[src/sv/assert_macros.svh]
// Assertion helper macros
`ifndef ASSERT_MACROS_SVH
`define ASSERT_MACROS_SVH

`define ASSERT_CLK(label, clk_sig, rst_sig, prop, msg) \
    label: assert property (@(posedge clk_sig) disable iff (!rst_sig) prop) else $error(msg);

`define ASSERT_NOW(label, clk_sig, prop, msg) \
    label: assert property (@(posedge clk_sig) prop) else $error(msg);

`endif

[src/sv/sha2_pkg.sv]
package sha2_pkg;

    localparam int LenBitsDefault = 61;

    typedef struct packed {
        logic [7:0] data_byte;
        logic       has_byte;
        logic       is_last;
    } sha2_in_t;

    typedef struct packed {
        logic [31:0] digest_word;
        logic        word_last;
    } sha2_out_t;

    typedef enum logic [3:0] {
        ST_INIT,
        ST_IDLE,
        ST_PAD,
        ST_LOADW,
        ST_ROUND,
        ST_FOLD,
        ST_OUTRD,
        ST_OUT
    } sha2_state_t;

    localparam logic [7:0] PadByte = 8'h80;
    localparam logic [5:0] LenPos  = 6'd56;

    function automatic logic [31:0] round_k(input logic [5:0] i);
        logic [31:0] k [64];
        k = '{
            32'h428a2f98, 32'h71374491, 32'hb5c0fbcf, 32'he9b5dba5,
            32'h3956c25b, 32'h59f111f1, 32'h923f82a4, 32'hab1c5ed5,
            32'hd807aa98, 32'h12835b01, 32'h243185be, 32'h550c7dc3,
            32'h72be5d74, 32'h80deb1fe, 32'h9bdc06a7, 32'hc19bf174,
            32'he49b69c1, 32'hefbe4786, 32'h0fc19dc6, 32'h240ca1cc,
            32'h2de92c6f, 32'h4a7484aa, 32'h5cb0a9dc, 32'h76f988da,
            32'h983e5152, 32'ha831c66d, 32'hb00327c8, 32'hbf597fc7,
            32'hc6e00bf3, 32'hd5a79147, 32'h06ca6351, 32'h14292967,
            32'h27b70a85, 32'h2e1b2138, 32'h4d2c6dfc, 32'h53380d13,
            32'h650a7354, 32'h766a0abb, 32'h81c2c92e, 32'h92722c85,
            32'ha2bfe8a1, 32'ha81a664b, 32'hc24b8b70, 32'hc76c51a3,
            32'hd192e819, 32'hd6990624, 32'hf40e3585, 32'h106aa070,
            32'h19a4c116, 32'h1e376c08, 32'h2748774c, 32'h34b0bcb5,
            32'h391c0cb3, 32'h4ed8aa4a, 32'h5b9cca4f, 32'h682e6ff3,
            32'h748f82ee, 32'h78a5636f, 32'h84c87814, 32'h8cc70208,
            32'h90befffa, 32'ha4506ceb, 32'hbef9a3f7, 32'hc67178f2
        };
        return k[i];
    endfunction

    function automatic logic [31:0] init_value(input logic sel224, input logic [2:0] i);
        logic [31:0] a [8];
        logic [31:0] b [8];
        a = '{32'h6a09e667, 32'hbb67ae85, 32'h3c6ef372, 32'ha54ff53a,
              32'h510e527f, 32'h9b05688c, 32'h1f83d9ab, 32'h5be0cd19};
        b = '{32'hc1059ed8, 32'h367cd507, 32'h3070dd17, 32'hf70e5939,
              32'hffc00b31, 32'h68581511, 32'h64f98fa7, 32'hbefa4fa4};
        return sel224 ? b[i] : a[i];
    endfunction

endpackage

[src/sv/sha256_sha224_hash_engine_core.sv]
// SHA-256 / SHA-224 byte-stream hasher. At most one message byte per item; an idle core
// accepts an item every cycle. When a byte completes a 64-byte block the input
// stalls while the block streams out of the byte buffer memory into the message
// schedule and the chain value is read into the working registers, then for the
// 64 rounds, and while the working registers are added back into the chain
// memory. An item with is_last pads one byte per cycle to the end of the block.
// A second padding block follows when fewer than 8 bytes were free after the
// 0x80 byte. Each padded block goes through the same steps. The 8 or 7 digest
// words then leave one at a time, each read from the chain memory first, while
// out_stall is low. After reset, after a mode write and after each digest, the
// initial value is reloaded into the chain memory. in_stall is high while the
// core is not idle or a mode write is waiting.
module sha256_sha224_hash_engine_core #(
    parameter int LENGTH_BITS = sha2_pkg::LenBitsDefault
) (
    input  logic                clk,
    input  logic                rst_n,
    input  logic                in_valid,
    output logic                in_stall,
    input  sha2_pkg::sha2_in_t  in_data,
    output logic                out_valid,
    input  logic                out_stall,
    output sha2_pkg::sha2_out_t out_data,
    input  logic                cfg_valid,
    output logic                cfg_ready,
    input  logic                cfg_data
);
    import sha2_pkg::*;
`include "assert_macros.svh"

    logic [7:0]  buf_mem [64];
    logic [31:0] cv_mem  [8];

    sha2_state_t st_reg, st_next;
    logic [5:0]  fill_reg;
    logic [LENGTH_BITS-1:0] len_reg;
    logic        mode_reg;
    logic        last_reg;      // message finishing
    logic        two_reg;       // padding needs an extra block
    logic        lenph_reg;     // writing the length field
    logic [6:0]  cnt_reg;
    logic [7:0]  brd_reg;
    logic [31:0] crd_reg;
    logic [31:0] w_reg [16];
    logic [31:0] a_reg, b_reg, c_reg, d_reg, e_reg, f_reg, g_reg, h_reg;
    logic [23:0] wacc_reg;
    sha2_out_t   out_reg;
    logic        ov_reg;

    logic [63:0] bits_len;
    assign bits_len = {61'(len_reg), 3'b000};

    logic in_acc;
    assign in_stall  = (st_reg != ST_IDLE) || cfg_valid;
    assign in_acc    = in_valid && !in_stall;
    assign cfg_ready = (st_reg == ST_IDLE) && !ov_reg;
    assign out_valid = ov_reg;
    assign out_data  = out_reg;

    // byte buffer write port
    logic       bw_en;
    logic [5:0] bw_addr;
    logic [7:0] bw_data;
    logic [5:0] br_addr;
    always_comb
    begin
        bw_en = 1'b0;
        bw_addr = fill_reg;
        bw_data = in_data.data_byte;
        if (st_reg == ST_IDLE && in_acc && in_data.has_byte)
            bw_en = 1'b1;
        else if (st_reg == ST_PAD)
        begin
            bw_en = 1'b1;
            if (lenph_reg)
                bw_data = bits_len[8*(7-(fill_reg[2:0]))+:8];
            else if (!last_reg)
                bw_data = PadByte;
            else
                bw_data = 8'h00;
        end
        br_addr = cnt_reg[5:0];
    end

    always_ff @(posedge clk)
    begin
        if (bw_en)
            buf_mem[bw_addr] <= bw_data;
        brd_reg <= buf_mem[br_addr];
    end

    // chain memory
    logic        cw_en;
    logic [2:0]  cw_addr;
    logic [31:0] cw_data;
    logic [2:0]  cr_addr;
    logic [2:0]  fold_idx;
    logic [31:0] sel_word;
    always_comb
    begin
        fold_idx = 3'(cnt_reg - 7'd1);
        case (fold_idx)
            3'd0: sel_word = a_reg;
            3'd1: sel_word = b_reg;
            3'd2: sel_word = c_reg;
            3'd3: sel_word = d_reg;
            3'd4: sel_word = e_reg;
            3'd5: sel_word = f_reg;
            3'd6: sel_word = g_reg;
            default: sel_word = h_reg;
        endcase
        cw_en = 1'b0;
        cw_addr = cnt_reg[2:0];
        cw_data = init_value(mode_reg, cnt_reg[2:0]);
        cr_addr = cnt_reg[2:0];
        if (st_reg == ST_INIT)
            cw_en = 1'b1;
        else if (st_reg == ST_FOLD && cnt_reg != 7'd0)
        begin
            cw_en = 1'b1;
            cw_addr = fold_idx;
            cw_data = crd_reg + sel_word;
        end
    end

    always_ff @(posedge clk)
    begin
        if (cw_en)
            cv_mem[cw_addr] <= cw_data;
        crd_reg <= cv_mem[cr_addr];
    end

    // round logic
    logic [31:0] t1, t2, s0w, s1w, wnew, wcur;
    always_comb
    begin
        s0w = {w_reg[1][6:0], w_reg[1][31:7]} ^ {w_reg[1][17:0], w_reg[1][31:18]}
              ^ (w_reg[1] >> 3);
        s1w = {w_reg[14][16:0], w_reg[14][31:17]} ^ {w_reg[14][18:0], w_reg[14][31:19]}
              ^ (w_reg[14] >> 10);
        wnew = w_reg[0] + s0w + w_reg[9] + s1w;
        wcur = w_reg[0];
        t1 = h_reg + ({e_reg[5:0], e_reg[31:6]} ^ {e_reg[10:0], e_reg[31:11]}
             ^ {e_reg[24:0], e_reg[31:25]}) + ((e_reg & f_reg) ^ (~e_reg & g_reg))
             + round_k(cnt_reg[5:0]) + wcur;
        t2 = ({a_reg[1:0], a_reg[31:2]} ^ {a_reg[12:0], a_reg[31:13]}
             ^ {a_reg[21:0], a_reg[31:22]})
             + ((a_reg & b_reg) ^ (a_reg & c_reg) ^ (b_reg & c_reg));
    end

    // next state
    logic done_pad;
    assign done_pad = lenph_reg && (fill_reg == 6'd63);
    always_comb
    begin
        st_next = st_reg;
        case (st_reg)
            ST_INIT:  if (cnt_reg[2:0] == 3'd7) st_next = ST_IDLE;
            ST_IDLE:
            begin
                if (cfg_valid && cfg_ready)
                    st_next = ST_INIT;
                else if (in_acc)
                begin
                    if (in_data.has_byte && fill_reg == 6'd63)
                        st_next = ST_LOADW;
                    else if (in_data.is_last)
                        st_next = ST_PAD;
                end
            end
            ST_PAD:
                if (done_pad || (fill_reg == 6'd63)) st_next = ST_LOADW;
            ST_LOADW: if (cnt_reg == 7'd64) st_next = ST_ROUND;
            ST_ROUND: if (cnt_reg[5:0] == 6'd63) st_next = ST_FOLD;
            ST_FOLD:
                if (cnt_reg == 7'd8)
                begin
                    if (two_reg) st_next = ST_PAD;
                    else if (last_reg) st_next = ST_OUTRD;
                    else st_next = ST_IDLE;
                end
            ST_OUTRD: st_next = ST_OUT;
            ST_OUT:
                if (!ov_reg || !out_stall)
                begin
                    if (cnt_reg[2:0] == (mode_reg ? 3'd6 : 3'd7)) st_next = ST_INIT;
                    else st_next = ST_OUTRD;
                end
            default: st_next = ST_IDLE;
        endcase
    end

    always_ff @(posedge clk or negedge rst_n)
    begin
        if (!rst_n)
        begin
            st_reg <= ST_INIT;
            fill_reg <= '0;
            len_reg <= '0;
            mode_reg <= 1'b0;
            last_reg <= 1'b0;
            two_reg <= 1'b0;
            lenph_reg <= 1'b0;
            cnt_reg <= '0;
            ov_reg <= 1'b0;
        end
        else
        begin
            st_reg <= st_next;
            if (st_reg == ST_OUT && (!ov_reg || !out_stall))
                ov_reg <= 1'b1;
            else if (!out_stall)
                ov_reg <= 1'b0;
            case (st_reg)
                ST_INIT:
                begin
                    cnt_reg <= (cnt_reg[2:0] == 3'd7) ? 7'd0 : cnt_reg + 7'd1;
                    fill_reg <= '0;
                    len_reg <= '0;
                    last_reg <= 1'b0;
                    two_reg <= 1'b0;
                    lenph_reg <= 1'b0;
                end
                ST_IDLE:
                begin
                    cnt_reg <= '0;
                    if (cfg_valid && cfg_ready)
                        mode_reg <= cfg_data;
                    else if (in_acc)
                    begin
                        if (in_data.has_byte)
                        begin
                            fill_reg <= fill_reg + 6'd1;
                            len_reg <= len_reg + 1'b1;
                        end
                        if (in_data.is_last)
                        begin
                            last_reg <= 1'b0;
                            two_reg <= 1'b1;
                        end
                    end
                end
                ST_PAD:
                begin
                    // last_reg low: writing 0x80; then zeros, then length
                    fill_reg <= fill_reg + 6'd1;
                    if (!last_reg)
                    begin
                        last_reg <= 1'b1;
                        two_reg <= (fill_reg >= LenPos);
                    end
                    if (fill_reg == 6'd63)
                        lenph_reg <= 1'b0;
                    else if ((fill_reg + 6'd1 == LenPos) && (!last_reg || !two_reg))
                        lenph_reg <= 1'b1;
                end
                ST_LOADW:
                    cnt_reg <= (cnt_reg == 7'd64) ? 7'd0 : cnt_reg + 7'd1;
                ST_ROUND:
                    cnt_reg <= (cnt_reg[5:0] == 6'd63) ? 7'd0 : cnt_reg + 7'd1;
                ST_FOLD:
                begin
                    cnt_reg <= (cnt_reg == 7'd8) ? 7'd0 : cnt_reg + 7'd1;
                    if (cnt_reg == 7'd8)
                        two_reg <= 1'b0;
                end
                ST_OUTRD: ;
                ST_OUT:
                    if (!ov_reg || !out_stall)
                    begin
                        cnt_reg <= (cnt_reg[2:0] == (mode_reg ? 3'd6 : 3'd7)) ? 7'd0
                                   : cnt_reg + 7'd1;
                    end
                default: ;
            endcase
        end
    end

    always_ff @(posedge clk)
    begin
        if (st_reg == ST_LOADW && cnt_reg != 7'd0)
        begin
            wacc_reg <= {wacc_reg[15:0], brd_reg};
            if (cnt_reg[1:0] == 2'd0)
            begin
                for (int i = 0; i < 15; i++) w_reg[i] <= w_reg[i+1];
                w_reg[15] <= {wacc_reg, brd_reg};
            end
        end
        // chain value into the working registers, word 0 ends in a_reg
        if (st_reg == ST_LOADW && cnt_reg != 7'd0 && cnt_reg <= 7'd8)
        begin
            h_reg <= crd_reg; g_reg <= h_reg; f_reg <= g_reg; e_reg <= f_reg;
            d_reg <= e_reg; c_reg <= d_reg; b_reg <= c_reg; a_reg <= b_reg;
        end
        if (st_reg == ST_ROUND)
        begin
            for (int i = 0; i < 15; i++) w_reg[i] <= w_reg[i+1];
            w_reg[15] <= wnew;
            h_reg <= g_reg; g_reg <= f_reg; f_reg <= e_reg; e_reg <= d_reg + t1;
            d_reg <= c_reg; c_reg <= b_reg; b_reg <= a_reg; a_reg <= t1 + t2;
        end
        if (st_reg == ST_OUT && (!ov_reg || !out_stall))
        begin
            out_reg.digest_word <= crd_reg;
            out_reg.word_last <= (cnt_reg[2:0] == (mode_reg ? 3'd6 : 3'd7));
        end
    end

    `ASSERT_CLK(a_no_in_busy, clk, rst_n, (st_reg != ST_IDLE) |-> !in_acc,
        "item accepted while busy")
    `ASSERT_CLK(a_cfg_idle, clk, rst_n, (cfg_valid && cfg_ready) |-> !ov_reg,
        "config while output pending")
    `ASSERT_CLK(a_init_next, clk, rst_n, (st_reg == ST_OUT && !ov_reg) |=> ov_reg,
        "digest word dropped")

endmodule

[config.mk]
export PLATFORM = sky130hd
export DESIGN_NAME = sha256_sha224_hash_engine_core
export DESIGN_NICKNAME = d
export VERILOG_FILES = /design/src/sv/sha2_pkg.sv /design/src/sv/sha256_sha224_hash_engine_core.sv
export VERILOG_INCLUDE_DIRS = /design/src /design/src/sv
export SDC_FILE = /design/constraint.sdc
export NUM_CORES = 2
export LEC_CHECK = 0
export BUFFER_PORTS_ARGS = -buffer_cell sky130_fd_sc_hd__buf_2
export CAP_MARGIN = 40
export CORE_ASPECT_RATIO = 0.5
export CORE_MARGIN = 2
export CORE_UTILIZATION = 40
export CTS_BUF_LIST = sky130_fd_sc_hd__clkbuf_8
export DETAILED_ROUTE_END_ITERATION = 12
export PLACE_DENSITY = 0.64
export SKIP_LAST_GASP = 1
export SYNTH_ARGS = -nofsm -noshare
export SYNTH_HDL_FRONTEND = slang
export SYNTH_SLANG_ARGS = --single-unit
[constraint.sdc]
create_clock -name clk -period 16.4 [get_ports clk]
set_clock_uncertainty 0.15 [all_clocks]
set_input_delay 0.82 -clock clk [delete_from_list [all_inputs] [get_ports clk]]
set_output_delay 0.82 -clock clk [all_outputs]
set_load 0.03 [all_outputs]
-- Word level (Yosys, flattened, before mapping)
Memories as Yosys holds them, arrays and structs flattened. A register that Yosys moved wholly into a read port is not among the register bits.
Index checks and enable logic that the tools add are counted.
- $add $sub $neg: 16
- order comparisons: 4
- eq/ne operators: 36
- shift operators: 1
- mux-type cells: 106
- bitwise gates (word level): 35
- reduce and logical (&&, ||, !) cells: 39
- operator list (kind ; count):
    32-bit 2-to-1 mux ; 41
    32-bit adder ; 11
    32-bit XOR ; 9
    32-bit one-hot mux with 7 select lines ; 1
    61-bit 2-to-1 mux ; 3
    32-bit bitwise AND ; 5
    61-bit one-hot mux with 2 select lines ; 1
    64-bit by 33-bit indexed part select with 8-bit output ; 1
    61-bit by 1-bit adder with 61-bit output (second input constant) ; 1
    7-bit 2-to-1 mux ; 6
    7-bit one-hot mux with 6 select lines ; 1
    4-bit 2-to-1 mux ; 10
    8-bit 2-to-1 mux ; 4
    32-bit NOT ; 1
    4-bit one-hot mux with 8 select lines ; 1
    32-bit by 22-bit XOR with 32-bit output ; 1
    32-bit by 29-bit XOR with 32-bit output ; 1
    1-bit 2-to-1 mux ; 26
    6-bit equality test (second input constant) ; 3
    6-bit 2-to-1 mux ; 3
    6-bit one-hot mux with 3 select lines ; 1
    4-bit by 3-bit equality test with 1-bit output (second input constant) ; 4
    2-bit inequality test (second input constant) ; 8
    1-bit OR ; 16
    42 further kinds ; 78
- flip-flop bits (word level): 396
- bits in writable memories: 1280
- bits in read-only memories: 2560
- input port bits: 16
- output and inout port bits: 36
- memories: 6
- memory list (memory ; words ; width ; rd ports ; clocked after memory_dff ; write ports ; line ; RTL):
    (no name shown) ; 64 ; 32 ; 1 ; 0 ; 0 ; sha2_pkg.sv:50 ; return k[i];
    buf_mem ; 64 ; 8 ; 1 ; 1 ; 1 ; sha256_sha224_hash_engine_core.sv:31 ; logic [7:0] buf_mem [64];
    w_reg ; 16 ; 32 ; 16 ; 0 ; 16 ; sha256_sha224_hash_engine_core.sv:44 ; logic [31:0] w_reg [16];
    (no name shown) ; 8 ; 32 ; 1 ; 0 ; 0 ; sha2_pkg.sv:60 ; return sel224 ? b[i] : a[i];
    (no name shown) ; 8 ; 32 ; 1 ; 0 ; 0 ; sha2_pkg.sv:60 ;
    cv_mem ; 8 ; 32 ; 1 ; 1 ; 1 ; sha256_sha224_hash_engine_core.sv:32 ; logic [31:0] cv_mem [8];

-- Longest topological paths before layout
- word-level depth: 9
- depth in mapped cells: 44

-- Least setup slack after synthesis
Ideal clock, no wire load.
- kind: register to register
- from: register cnt_reg[1]
- to: memory w_reg[0][0] (enable)
- setup time: 901 ps
- data arrival time: 15318 ps
- required time: 15349 ps
- setup slack: 31 ps
- cell stages (with the launch flop): 13
- buffers on the path: 5
- clock period less this slack: 16369 ps
- path through: dfrtp_1 -> clkbuf_1 -> clkbuf_1 -> buf_2 -> clkinv_1 -> ha_1 -> nand2b_1 -> nor3b_1 -> nor3_1 -> nand2_1 -> clkbuf_1 -> clkbuf_1 -> nand2_1
- RTL lines (item ; line ; RTL):
    from (decl) ; sha256_sha224_hash_engine_core.sv:41 ; logic [6:0] cnt_reg;
    from (signal assigned) ; sha256_sha224_hash_engine_core.sv:217 ; cnt_reg <= (cnt_reg[2:0] == 3'd7) ? 7'd0 : cnt_reg + 7'd1;
    from (signal assigned) ; sha256_sha224_hash_engine_core.sv:258 ; cnt_reg <= (cnt_reg == 7'd64) ? 7'd0 : cnt_reg + 7'd1;
    from (signal assigned) ; sha256_sha224_hash_engine_core.sv:260 ; cnt_reg <= (cnt_reg[5:0] == 6'd63) ? 7'd0 : cnt_reg + 7'd1;
    to (decl) ; sha256_sha224_hash_engine_core.sv:44 ;

-- Worst setup path in the final report
- from: register cnt_reg[0]
- to: register a_reg[28] (data pin)
- longest elaborated chain between the ends: 8
- ends and longest elaborated chain (item ; line ; RTL):
    6-bit NOT with 7-bit output (implied by the code) ; sha2_pkg.sv:50 ;
    memory 64 x 32 bit ; n/a ;
    32-bit 2-to-1 mux (implied by the code) (2 in series) ; sha2_pkg.sv:50 ;
    32-bit adder (2 in series) ; sha256_sha224_hash_engine_core.sv:145 ; + round_k(cnt_reg[5:0]) + wcur;
    32-bit adder ; sha256_sha224_hash_engine_core.sv:301 ; d_reg <= c_reg; c_reg <= b_reg; b_reg <= a_reg; a_reg <= t1 + t2;
    32-bit 2-to-1 mux ; sha256_sha224_hash_engine_core.sv:296 ; if (st_reg == ST_ROUND)
    to (signal assigned) ; sha256_sha224_hash_engine_core.sv:294 ; d_reg <= e_reg; c_reg <= d_reg; b_reg <= c_reg; a_reg <= b_reg;
    to (signal assigned) ; sha256_sha224_hash_engine_core.sv:301 ;
    to (decl) ; sha256_sha224_hash_engine_core.sv:45 ; logic [31:0] a_reg, b_reg, c_reg, d_reg, e_reg, f_reg, g_reg, h_reg;
No other way between the ends. The select of a mux whose other input is x is not followed.
A chain may end at the register's enable or synchronous reset.

==> flow_metrics.py <==
metrics = {
    "synthesis": {
        "synth.net_count": 6710,
        "synth.cell_area_mm2": 0.0839,
        "synth_area_leaders": "sky130_fd_sc_hd__edfxtp_1, sky130_fd_sc_hd__mux4_2, sky130_fd_sc_hd__fa_1",
        "post-synth-top-area-cell": "sky130_fd_sc_hd__edfxtp_1",
        "syn-instance-count": 6325,
        "yosysUniqueCellTypes": 102,
        "synth_enable_flop_cells": 1593,
        "ys.warnings.count": 0,
        "proportion_of_synthesized_chip_area_in_sequential_cells_pct": 60.4,
        "synthArstFlopShare_pct": 4.78,
        "synth_flop_cell": "sky130_fd_sc_hd__edfxtp_1",
        "post_synth.cell_area_avg_um2": 13.3,
        "yosys.area.top_type_share_pct": 57.0,
        "synth-seq-cells": 1715,
    },
    "finish": {
        "drive_above_1_share_pct": 13.2,
        "areaGrowthSynthToFinish_pct": 10.4,
        "final_nets": 6800,
    },
    "sta": {
        "max_slew_headroom_at_the_worst_pin_pct": 21.1,
        "setup_tns_ns": 0,
        "final_max_slew_viol_count": 0,
        "finalHoldViolCount": 0,
        "finalCriticalPeriod_ns": 10.66,
        "rsz0062_at_grt": "no",
        "layout_worst_path_cycle_share_pct": 65.0,
        "achievable-frequency_ghz": 0.0938,
        "timing.final.setup_violations": 0,
        "timing_worst_slew_pin_value_ns": 1.18,
    },
    "flow_run": {
        "drv_cap": 0,
    },
    "worst_setup_path": {
        "critical_path_arrival_ns": 11.11,
        "slowest_delay_ns": 0.77,
        "critical_path_peak_fanout": 37,
        "path_class": "reg2reg",
        "register_to_register_setup_slack_ns": 5.74,
        "worstSetupStartpointType": "flip-flop",
        "critPathRequiredTime_ns": 16.86,
        "critPathSlowestCell": "sky130_fd_sc_hd__ha_1",
        "cp-end-kind": "flip-flop",
    },
    "die": {
        "fp.dieArea_mm2": 0.214,
        "rows": 118,
        "fp.dieH_um": 328,
        "initial_core_util_pct": 40.4,
        "die_x_um": 652,
        "core_region_area_mm2": 0.208,
        "io_pins": 52,
    },
    "cts": {
        "ctsRootBufferMaster": "sky130_fd_sc_hd__clkbuf_8",
        "insertion_delay_ns": 0.94,
        "clk_pin_slew_ns": 0.07,
        "numCtsBuffers": 267,
        "post_cts.resized_instances": 0,
        "tritoncts": "built",
        "cts_htree_levels": 5,
        "cts_sinks": 1715,
        "cts_max_path_buffers": 4,
    },
    "detailed_routing": {
        "wl_per_cell_um": 25.3,
        "postRouteWirelength_um": 237000,
        "via_count": 52916,
        "ant_nets": 0,
        "drt_pass1_iterations": 8,
        "per_cell_via_count_in_the_routed_design": 5.65,
        "drc_violation_count_after_routing": 0,
        "first_iter_violations": 7573,
    },
    "global_route": {
        "grt_overflow": 0,
        "maximum_number_of_pins_on_one_net_before_global_route_repair": 200,
        "global_route_wire_length_before_repair_um": 344000,
        "antenna_found_initial": 10,
        "grt_util_all_layers_pct": 21.8,
        "grt_pass1_vias": 50118,
    },
    "placed_design": {
        "hpwlAfterDp_um": 164000,
        "gpl_congestion": 0.954,
        "port_buffers": 51,
    },
    "min_path": {
        "hold_class": "in2reg",
    },
    "run_status": {
        "outcome": "completed",
    },
}
-- worst max-delay path: cells and delay by family (launching register included) --
family	cells	cell delay, ns
AO/OA/AOI/OAI	15	3.09
XOR/XNOR	2	0.64
adder cells (fa/ha/maj)	7	3.13
multiplexers	1	0.45
flip-flops	1	0.66
buffers and inverters	7	1.66
AND/OR/NAND/NOR	5	0.52
-- cell families after synthesis --
| logic type | count (synthesis) | share of synthesized area (%) |
|---|---|---|
| flops | 1715 | 60.4 |
| compound gates | 1077 | 8.19 |
| fa+ha+maj | 372 | 7.22 |
| simple gates | 1721 | 8.75 |
| mux | 355 | 7.95 |
| xor+xnor | 439 | 4.58 |
| buf+inv | 646 | 2.91 |
-- synth_stat cells (all sizes together) (70+ instances only) --
| master | n |
|---|---|
| a21o | 86 |
| a21oi | 281 |
| buf | 85 |
| clkbuf | 269 |
| dfrtp | 82 |
| edfxtp | 1593 |
| fa | 188 |
| ha | 181 |
| inv | 289 |
| mux2i | 70 |
| mux4 | 245 |
| nand2 | 971 |
| nand3 | 86 |
| nor2 | 386 |
| o21ai | 296 |
| xnor2 | 293 |
| xor2 | 146 |
-- metal layers --
metal,global-route usage [%],wire length (um)
met1,33.0,105000
met2,31.4,101000
met3,5.04,24900
met4,5.99,6320
met5,0,24
-- through the flow --
step	util [%]	cell area, um2	std cells	hold WS, ns	setup WS [ns]
after floorplan	-	83900	6325	0.250	0.0309
after global placement	42.0	87200	8868	0.250	5.51
after detailed placement	42.2	87700	8900	0.255	5.79
after CTS	44.6	92600	9363	0.0907	5.76
after global routing	44.6	92600	9370	0.0928	5.15
final	44.6	92600	9371	0.154	5.74
-- path summary, 6_finish.rpt --
check	start	endpoint	cells after the start
min in group asynchronous	rst_n	len_reg[58]	2
hold / removal	in_data[2]	buf_mem[47][0]	3
hold reg to reg	w_reg[0][75]	w_reg[0][43]	0
max in group asynchronous	rst_n	cnt_reg[3]	3
setup reg to reg	cnt_reg[0]	a_reg[28]	37
setup / recovery	cnt_reg[0]	a_reg[28]	37
-- final cells by class --
class	count	area [um2]
timing repair buffer	175	1460
fill	18459	115000
clock inverter	181	986
sequential	1715	50700
clock buffer	281	3870
multi-input combinational	3964	31000
antenna	3	7.51
tap	2760	3450
inverter	292	1100
-- timing repair --
item,4_1_cts,5_1_grt
endpoints found under the hold margin,34,0
buffers inserted,0,0
hold buffers,1,0
-- cell usage in the layout, fill, tap and decap left out, drive strengths merged, types with 20 or more instances in the layout --
master,count
edfxtp,1593
nand2,971
nor2,386
inv,376
o21ai,296
xnor2,293
clkbuf,282
a21oi,281
mux4,245
fa,188
ha,181
buf,172
xor2,146
nand3,86
a21o,86
clkinv,84
dfrtp,82
mux2i,70
a31oi,62
nor3,60
mux2,40
dfxtp,40
a211oi,37
a221oi,35
o211ai,34
o21a,33
nor2b,32
nand2b,32
a22oi,30
and3,28
or3,27
o21bai,21
o22a,20
nand4,20
Power is left out: the tool's default activity adds up to more than one toggle a clock period on the data nets, which glitch-free logic cannot reach.
